[config.mk]
export PLATFORM = sky130hd
export DESIGN_NAME = aspt_seq
export DESIGN_NICKNAME = d
export VERILOG_FILES = /design/src/rtl/aspt_pkg.sv /design/src/rtl/aspt_div.sv /design/src/rtl/aspt_seq.sv
export SDC_FILE = /design/constraint.sdc
export NUM_CORES = 1
export LEC_CHECK = 0
export BUFFER_PORTS_ARGS = -buffer_cell sky130_fd_sc_hd__buf_2
export CORE_UTILIZATION = 55
export DETAILED_ROUTE_END_ITERATION = 16
export GPL_ROUTABILITY_DRIVEN = 0
export GPL_TIMING_DRIVEN = 0
export PLACE_DENSITY = 0.81
export SYNTH_ARGS = -nofsm -noshare
export SYNTH_HDL_FRONTEND = slang
export SYNTH_HIERARCHICAL = 1
export SYNTH_SLANG_ARGS = --single-unit
[constraint.sdc]
create_clock -name clk -period 7.6 [get_ports clk]
set_clock_uncertainty 0.2 [all_clocks]
set_input_delay 0.76 -clock clk [delete_from_list [all_inputs] [get_ports clk]]
set_output_delay 0.76 -clock clk [all_outputs]
set_load 0.1 [all_outputs]
[src/rtl/aspt_pkg.sv]
`default_nettype none
package aspt_pkg;

	localparam int VALUE_BITS_DEF = 16;
	localparam int NUMBER_W       = 16;
	localparam int SUM_W          = 18;
	// headroom of the running divisor total over the number width
	localparam int ACC_EXTRA      = 4;

	typedef struct packed {
		logic busy;
		logic done;
	} div_stat_t;

	typedef struct packed {
		logic idle;
		logic res_valid;
	} seq_stat_t;

endpackage
`default_nettype wire

[src/rtl/aspt_div.sv]
`default_nettype none
module aspt_div #(
	parameter int W = aspt_pkg::VALUE_BITS_DEF
) (
	input  wire logic              clk,
	input  wire logic              arst_n,
	input  wire logic              start,
	input  wire logic [W-1:0]      dividend,
	input  wire logic [W-1:0]      divisor,
	output aspt_pkg::div_stat_t    stat,
	output logic      [W-1:0]      quotient,
	output logic      [W-1:0]      remainder
);

	localparam int CW = (W > 1) ? $clog2(W) : 1;

	logic [W-1:0]  quo_q;
	logic [W-1:0]  rem_q;
	logic [W-1:0]  dvs_q;
	logic [CW-1:0] cnt_q;
	logic          busy_q;
	logic          done_q;

	logic [W:0]    shifted;
	logic [W:0]    diff;
	logic          ge;

	// one quotient bit per cycle, restoring
	always_comb begin
		shifted = {rem_q, quo_q[W-1]};
		ge      = (shifted >= {1'b0, dvs_q});
		diff    = shifted - {1'b0, dvs_q};
	end

	always_ff @(posedge clk or negedge arst_n) begin
		if (!arst_n) begin
			busy_q <= 1'b0;
			done_q <= 1'b0;
			cnt_q  <= '0;
		end else begin
			done_q <= 1'b0;
			if (start) begin
				busy_q <= 1'b1;
				cnt_q  <= '0;
			end else if (busy_q) begin
				cnt_q <= cnt_q + CW'(1);
				if (cnt_q == CW'(W - 1)) begin
					busy_q <= 1'b0;
					done_q <= 1'b1;
				end
			end
		end
	end

	always_ff @(posedge clk) begin
		if (start) begin
			quo_q <= dividend;
			rem_q <= '0;
			dvs_q <= divisor;
		end else if (busy_q) begin
			quo_q <= {quo_q[W-2:0], ge};
			rem_q <= ge ? diff[W-1:0] : shifted[W-1:0];
		end
	end

	assign stat.busy = busy_q;
	assign stat.done = done_q;
	assign quotient  = quo_q;
	assign remainder = rem_q;

endmodule
`default_nettype wire

[src/rtl/aspt_seq.sv]
`default_nettype none
module aspt_seq #(
	parameter int W = aspt_pkg::VALUE_BITS_DEF
) (
	input  wire logic                       clk,
	input  wire logic                       arst_n,
	input  wire logic                       start,
	input  wire logic [W-1:0]               n,
	input  wire logic                       res_take,
	output aspt_pkg::seq_stat_t             stat,
	output logic [aspt_pkg::SUM_W-1:0]      res_sum,
	output logic                            res_perfect,
	output logic                            res_invalid
);

	localparam int A  = W + aspt_pkg::ACC_EXTRA;
	localparam int TW = (A > aspt_pkg::SUM_W) ? A : aspt_pkg::SUM_W;
	localparam logic [TW-1:0] SumMax = TW'((64'd1 << aspt_pkg::SUM_W) - 64'd1);

	localparam logic [2:0] S_IDLE  = 3'd0;
	localparam logic [2:0] S_ISSUE = 3'd1;
	localparam logic [2:0] S_WAIT  = 3'd2;
	localparam logic [2:0] S_EVAL  = 3'd3;
	localparam logic [2:0] S_ADDQ  = 3'd4;
	localparam logic [2:0] S_FIN   = 3'd5;
	localparam logic [2:0] S_DONE  = 3'd6;

	logic [2:0]   state_q;
	logic [W-1:0] n_q;
	logic [W-1:0] d_q;
	logic [A-1:0] acc_q;

	logic [W-1:0]        quo;
	logic [W-1:0]        rem;
	aspt_pkg::div_stat_t div_stat;

	logic [A-1:0]  tot;
	logic [TW-1:0] tot_x;

	aspt_div #(.W(W)) u_div (
		.clk       (clk),
		.arst_n    (arst_n),
		.start     (state_q == S_ISSUE),
		.dividend  (n_q),
		.divisor   (d_q),
		.stat      (div_stat),
		.quotient  (quo),
		.remainder (rem)
	);

	// the running total includes the number itself from the pair of d = 1; tot takes it out
	always_comb begin
		tot   = acc_q - A'(n_q);
		tot_x = TW'(tot);
	end

	always_ff @(posedge clk or negedge arst_n) begin
		if (!arst_n) begin
			state_q <= S_IDLE;
		end else begin
			unique case (state_q)
				S_IDLE: begin
					if (start) begin
						state_q <= (n == '0) ? S_DONE : S_ISSUE;
					end
				end
				S_ISSUE: state_q <= S_WAIT;
				S_WAIT: begin
					if (div_stat.done) begin
						state_q <= S_EVAL;
					end
				end
				S_EVAL: begin
					if (quo < d_q) begin
						state_q <= S_FIN;
					end else if (rem == '0) begin
						state_q <= S_ADDQ;
					end else begin
						state_q <= S_ISSUE;
					end
				end
				S_ADDQ: state_q <= S_ISSUE;
				S_FIN:  state_q <= S_DONE;
				S_DONE: begin
					if (res_take) begin
						state_q <= S_IDLE;
					end
				end
				default: state_q <= S_IDLE;
			endcase
		end
	end

	always_ff @(posedge clk) begin
		case (state_q)
			S_IDLE: begin
				n_q   <= n;
				d_q   <= W'(1);
				acc_q <= '0;
				if (start && n == '0) begin
					res_sum     <= '0;
					res_perfect <= 1'b0;
					res_invalid <= 1'b1;
				end
			end
			S_EVAL: begin
				if (quo >= d_q) begin
					if (rem == '0) begin
						acc_q <= acc_q + A'(d_q);
					end else begin
						d_q <= d_q + W'(1);
					end
				end
			end
			S_ADDQ: begin
				if (quo != d_q) begin
					acc_q <= acc_q + A'(quo);
				end
				d_q <= d_q + W'(1);
			end
			S_FIN: begin
				res_sum     <= (tot_x > SumMax) ? aspt_pkg::SUM_W'(SumMax)
					: aspt_pkg::SUM_W'(tot_x);
				res_perfect <= (tot == A'(n_q));
				res_invalid <= 1'b0;
			end
			default: begin
			end
		endcase
	end

	assign stat.idle      = (state_q == S_IDLE);
	assign stat.res_valid = (state_q == S_DONE);

endmodule
`default_nettype wire

---- Word level (Yosys, flattened, before mapping) ----
Index checks and enable logic that the tools add are counted.
word-level totals
  bits of input ports ..................... 20
  output and inout bits ................... 22
  word-level logic and storage cells ...... 83
  register bits after elaboration ......... 129
cells by class
  mux-type cells .......................... 32
  $add $sub $neg .......................... 6
  magnitude comparators ................... 4
  reduce and logical (&&, ||, !) cells .... 11
  eq/ne operators ......................... 17
operators by type and width
  operator                 count
  $mux W16                 5
  $mux W20                 3
  $pmux W20 S3             1
  $pmux W16 S3             1
  $add A20 B16 Y20         2
  $mux W18                 2
  $pmux W18 S2             1
  $logic_not A16 Y1        2
  $pmux W3 S7              1
  $eq A20 B16 Y1           1
  $gt A20 B18 Y1 const B   1
  $sub A20 B16 Y20         1
  $mux W3                  6
  $ge A17 B16 Y1           1
  $add A16 B1 Y16 const B  1
  $ge A16 B16 Y1           1
  $lt A16 B16 Y1           1
  $ne A16 B16 Y1           1
  $sub A16 B16 Y16         1
  $ne A2 B2 Y1 const B     6
  $eq A3 B3 Y1 const B     3
  $mux W1                  8
  $mux W4                  2
  $eq A3 B2 Y1 const B     2
  other kinds (12)         16

---- Depth between registers and ports, before layout ----
Gate-level depths: netlist (run 1).
  depth in word-level cells ............... 4
  mapped depth ............................ 15

---- Hierarchy ----
The synthesis (run 1) kept the hierarchy.
by module, submodules not included
  module    seq. area each (µm²)  area each (µm²)  instances  cells each
  aspt_seq  2237.1                5730.5           1          595
  aspt_div  1431.4                2955.3           1          267

---- Least setup slack after synthesis (run 1) ----
No wires, ideal clock.
  path type ............................... reg2reg
  from .................................... register d_q[1]
  to ...................................... register acc_q[0] (enable)
  setup slack ............................. 3751 ps
  path buffers ............................ 0
  cell stages (with the launch flop) ...... 11
  library setup time ...................... 428 ps
  required time ........................... 6972 ps
  data arrival time ....................... 3221 ps
  cells stage by stage .................... edfxtp_1 > inv_1 > ha_1 > nor2b_1 > o21a_1 > o21a_1 > o21a_1 > o21ai_0 > a211oi_1 > nor3b_1 > o31ai_1
on the way
  word-level cells in the longest chain between the ends .. 3
  elaborated cells between the ends (all ways) .. 5
  those cells by class .................... 1 x order compare; 3 x eq/ne; 1 x reduce/logical
ends and longest elaborated chain
  what                                              line                              text
  start, declared                                   aspt_seq.sv:30                    logic [W-1:0] d_q;
  start signal, assigned                            aspt_seq.sv:111                   d_q <= d_q + W'(1);
  start signal, assigned                            aspt_seq.sv:119                   d_q <= d_q + W'(1);
  $ge A16 B16 Y1 or $ne A16 B16 Y1 (tied branches)  aspt_seq.sv:107, aspt_seq.sv:116
  $ne A2 B2 Y1 (no line)                            --
  $reduce_and A4 Y1 (no line) (*)                   --
  end signal, assigned                              aspt_seq.sv:109                   acc_q <= acc_q + A'(d_q);
  end signal, assigned                              aspt_seq.sv:117                   acc_q <= acc_q + A'(quo);
  end, declared                                     aspt_seq.sv:31                    logic [A-1:0] acc_q;
Mark *: on every way between the ends. The rest lies on a longest branch, timed or not.
A chain may end at the register's enable or synchronous reset.

---- Worst setup path in the final report (run 1) ----
  from .................................... register state_q[2]
  to ...................................... register acc_q[19], data pin
on the way
  word-level cells in the longest chain between the ends .. 2
  elaborated cells between the ends (all ways) .. 4
  those cells by class .................... 2 x eq/ne; 1 x mux; 1 x reduce/logical
ends and longest elaborated chain
  what                                        line            text
  start, declared                             aspt_seq.sv:28  logic [2:0] state_q;
  start signal, assigned                      aspt_seq.sv:64  state_q <= (n == '0) ? S_DONE : S_ISSUE;
  $eq A3 B3 Y1, or another cell as far along  aspt_seq.sv:95  case (state_q)
  $pmux W20 S3 (*)                            aspt_seq.sv:95
Marked as above.

==> results_dict.tcl, run 1 <==
set metrics [dict create \
    crit_required_ns 7.70 \
    cts_resized 0 \
    slowest_delay_ns 0.67 \
    max_slew_margin_pct 42.9 \
    maxCapViolations 0 \
    cpLargestDelayFamily "compound AO/OA/AOI/OAI gates" \
    grt_pass1_vias 6622 \
    clk_latency_ns 0.43 \
    end_kind "register" \
    hp-start "d_q[15]" \
    num_antenna_cells 0 \
    dp_hpwl_um 15300 \
    final_util_pct 64.1 \
    clockRootBuffer "clkbuf_16" \
    worst_pin_slew_ns 0.849 \
    routed_wl_um 20700 \
    cp_cell_sequence "clkbuf_1 > inv_1 > nor3_1 > clkbuf_1 > nand2_1 > o21ai_0 > ha_1 > a21o_1 > a21o_1 > a21oi_1 > o21ai_0 > a21oi_1 > a31oi_1 > nor4b_1 > a211o_1" \
    area_growth_pct 13.2 \
    r2r_start "state_q[2]" \
    antenna_found_initial 0 \
    path_class "reg -> reg" \
    grt_max_degree 20 \
    port_buffers 41 \
    path_buf_inv 3 \
    start_util_pct 56.7 \
    syn_nets 950 \
    ant_nets 0 \
    synth_warnings 6 \
    vias_per_cell 6.01 \
    mappedNetlistArea_mm2 0.00868 \
    whs_endpoint "u_div/dvs_q[15]" \
    finalSetupViolations 0 \
    grt_pass1_wl_um 33200 \
    crit_slowest_cell "nor3_1" \
    grt_overflow 0 \
    post_cts_hold_buffer_count 1 \
    route.vias.total 6902 \
    grt.total_usage_pct 26.7 \
    drive_above_1_share_pct 12.4 \
    crit_path_start_kind "register" \
    cts_buffers 17 \
    rsz0062_at_grt "no" \
    tns_ns 0 \
    hold_path_class "reg -> reg" \
    post_drt_wl_per_cell_um 18.0 \
    hold_viol 0 \
    cts_tree "built" \
    r2r_setup_slack_ns 2.69 \
    place_ws_ns 2.91 \
    dieArea_mm2 0.0163 \
    finalCritPeriodShare_pct 64.6 \
    cts_setup_buffers 0 \
    drt_iter0_drc 776 \
    cts.sinks 129 \
    min_period_ns 4.91 \
    core.rowCount 45 \
    min_delay_path_depth 0 \
    postPlaceCellArea_mm2 0.00921 \
    ios 42 \
    rr_worst_depth 15 \
    worstPathArrival_ns 5.01 \
    slew_violations 0 \
    outcome "finished clean" \
    htree_levels 4 \
    drt_pass1_iterations 5 \
    worst_slack_ns 2.69 \
    drc 0 \
    design_area_mm2 0.00982 \
    coreArea_mm2 0.0153 \
    clk_pin_slew_ns 0.06 \
    clock.fmax_mhz 204 \
    clockBufferDepth 2 \
    num-fill-cells 1170 \
    die_height_um 128 \
    r2r-end "acc_q[19]" \
    die_width_um 128 \
    synth_cells 861 \
    avgSynthCellArea_um2 10.1 \
    critPathMaxFanout 10 \
    final_net_count 1014 \
]
[worst reg2reg max path, cell delays in order (launching register included)]
cell and delay (ns):
dfrtp_1 0.32, clkbuf_1 0.45, inv_1 0.20, nor3_1 0.67
clkbuf_1 0.49, nand2_1 0.11, o21ai_0 0.17, ha_1 0.30
a21o_1 0.19, a21o_1 0.21, a21oi_1 0.23, o21ai_0 0.20
a21oi_1 0.28, a31oi_1 0.26, nor4b_1 0.34, a211o_1 0.15
[worst max-delay path by stage]
stage	start	endpoint	slack [ns]	cells past startpoint
5_1_grt	state_q[2]	acc_q[12]	2.34	14
3_5_place_dp	state_q[2]	acc_q[12]	2.91	14
6_report	state_q[2]	acc_q[19]	2.69	15
4_1_cts	state_q[2]	acc_q[19]	2.81	15
3_3_place_gp	d_q[1]	acc_q[19]	2.69	10
2_1_floorplan	d_q[1]	acc_q[0]	3.75	10
[through the flow]
stage | hold WS [ns] | cells
after floorplan | 0.226 | 861
after global placement | 0.233 | 1113
after detailed placement | 0.243 | 1116
after CTS | 0.250 | 1149
after global routing | 0.263 | 1149
final | 0.246 | 1149
[placed cells by master (no fill, tap or decap), drive strengths merged, types with 43 or more instances in the layout]
| cell | n |
|---|---|
| a21oi | 59 |
| buf | 55 |
| clkbuf | 49 |
| edfxtp | 104 |
| ha | 66 |
| inv | 70 |
| nand2 | 70 |
| nor2 | 65 |
| o21ai | 48 |
| xnor2 | 43 |
[per-layer routing]
layer | up-vias | wire length [um] | GRT usage, %
met5 | - | 0 | 0
met1 | 3280 | 9040 | 35.2
met4 | 0 | 358 | 8.58
met2 | 282 | 9750 | 43.2
met3 | 38 | 1560 | 6.45
li1 | 3302 | - | -
[registers in the layout (all words and copies together) (netlist names)]
signal	flops
res_perfect	1
res_sum	18
n_q	16
acc_q	20
u_div/cnt_q	4
u_div/dvs_q	16
u_div/remainder	16
res_invalid	1
u_div/quotient	16
d_q	16
u_div/busy_q	1
state_q	3
u_div/done_q	1
[layout make-up]
| cell class | instances | area (um^2) | area share (%) |
|---|---|---|---|
| inverters | 65 | 244 | 2.48 |
| well taps | 211 | 264 | 2.69 |
| repair buffers | 45 | 256 | 2.61 |
| multi-input cells | 630 | 4600 | 46.9 |
| flip-flops and latches | 129 | 3670 | 37.4 |
| plain buffers | 37 | 186 | 1.90 |
| clock inverters | 9 | 61.3 | 0.624 |
| clock buffers | 23 | 536 | 5.45 |
Power of run 1 is not shown: default switching activity piles up to over one toggle a cycle in this logic, so the estimate is an artifact.
==> inputs of run 2 (changes only) <==
Settings changed: ABC_AREA from default to 1, PLACE_DENSITY 0.81 to 0.8.
Clock period 7.6 ns to 5.1 ns, I/O delays scaled along.
==> results_dict.tcl, run 2 <==
set metrics [dict create \
    clockRootBuffer "clkbuf_16" \
    synth_cells 1306 \
    grt_pass1_wl_um 40200 \
    synth_warnings 6 \
    ant_nets 0 \
    vias_per_cell 5.50 \
    worst_pin_slew_ns 0.973 \
    drive_above_1_share_pct 10.9 \
    dieArea_mm2 0.0180 \
    antenna_found_initial 0 \
    clk_pin_slew_ns 0.06 \
    finalSetupViolations 0 \
    cts.sinks 129 \
    coreArea_mm2 0.0172 \
    drt_pass1_iterations 8 \
    worstPathArrival_ns 3.55 \
    core.rowCount 48 \
    start_util_pct 56.1 \
    cts_resized 0 \
    max_slew_margin_pct 35.1 \
    tns_ns 0 \
    largest_reg_flops 20 \
    cpLargestDelayFamily "compound AO/OA/AOI/OAI gates" \
    grt_pass1_vias 8658 \
    clock.fmax_mhz 279 \
    area_growth_pct 11.9 \
    r2r_setup_slack_ns 1.52 \
    top_regs "acc_q: 20 flops, res_sum: 18 flops" \
    crit_path_start_kind "register" \
    slowest_delay_ns 0.50 \
    post_cts_hold_buffer_count 1 \
    finalCritPeriodShare_pct 70.3 \
    hold_viol 0 \
    slew_violations 0 \
    cp_cell_sequence "nor2_1 > nand2_1 > clkbuf_1 > nand2_1 > o21ai_0 > ha_1 > fa_1 > a31oi_1 > o21ai_0 > a21oi_1 > nor2_1 > o21bai_1 > a21oi_1" \
    grt_overflow 0 \
    clockBufferDepth 2 \
    post_drt_wl_per_cell_um 15.2 \
    drt_iter0_drc 703 \
    ios 42 \
    die_height_um 134 \
    cts_tree "built" \
    hold_path_class "in -> reg" \
    grt.total_usage_pct 28.5 \
    grt_max_degree 25 \
    final_cell_mix "381 x nand2_1, 211 x inv_1, 115 x nand3_1, 104 x edfxtp_1, 102 x nor2_1" \
    clk_latency_ns 0.43 \
    routed_wl_um 24400 \
    path_buf_inv 1 \
    mappedNetlistArea_mm2 0.00963 \
    route.vias.total 8831 \
    crit_slowest_cell "fa_1" \
    crit_required_ns 5.06 \
    die_width_um 134 \
    drc 0 \
    largest_register "acc_q" \
    critPathMaxFanout 10 \
    min_period_ns 3.58 \
    cts_buffers 17 \
    port_buffers 41 \
    maxCapViolations 0 \
    path_class "reg -> reg" \
    rsz0062_at_grt "no" \
    final_net_count 1458 \
    syn_nets 1395 \
    final_common_cell "nand2_1" \
    outcome "finished clean" \
    end_kind "register" \
    dp_hpwl_um 18900 \
    avgSynthCellArea_um2 7.37 \
    num_antenna_cells 0 \
    cts_setup_buffers 0 \
    htree_levels 4 \
]
-- run 2: final cells by class --
type / count / area [um^2]
tap: 225 / 282
buffer: 19 / 144
clock inverter: 10 / 85.1
multi-input combinational: 937 / 5000
sequential: 129 / 3670
fill: 1473 / 6410
timing repair buffer: 44 / 245
inverter: 221 / 831
clock buffer: 22 / 518
-- run 2: final timing paths --
| kind | start | to | cells past startpoint |
|---|---|---|---|
| max | state_q[0] | acc_q[12] | 13 |
| min reg2reg | d_q[7] | u_div/dvs_q[7] | 0 |
| min in group asynchronous | arst_n | state_q[0] | 2 |
| max in group asynchronous | arst_n | u_div/done_q | 2 |
| max reg2reg | state_q[0] | acc_q[12] | 13 |
| min | n[13] | n_q[13] | 1 |
-- run 2: metal layers --
layer / global-route usage, % / routed length (um) / vias to the layer above
met2: 48.8 / 11600 / 346
li1: - / - / 4409
met1: 33.8 / 10000 / 3992
met5: 0 / 0 / -
met4: 15.6 / 1100 / 0
met3: 5.22 / 1630 / 84
-- run 2: stage by stage --
| stage | area, um^2 | std cells | hold WS [ns] | util (%) | worst slack (ns) |
|---|---|---|---|---|---|
| floorplan | 9630 | 1306 | 0.0144 | - | 1.16 |
| global placement | 10100 | 1572 | 0.167 | 58.9 | 0.941 |
| detailed placement | 10200 | 1574 | 0.171 | 59.1 | 1.34 |
| CTS | 10800 | 1607 | 0.0601 | 62.7 | 1.27 |
| global route | 10800 | 1607 | 0.0586 | 62.7 | 1.23 |
| finish | 10800 | 1607 | 0.0640 | 62.7 | 1.52 |
Power of run 2 is left out for the same reason.
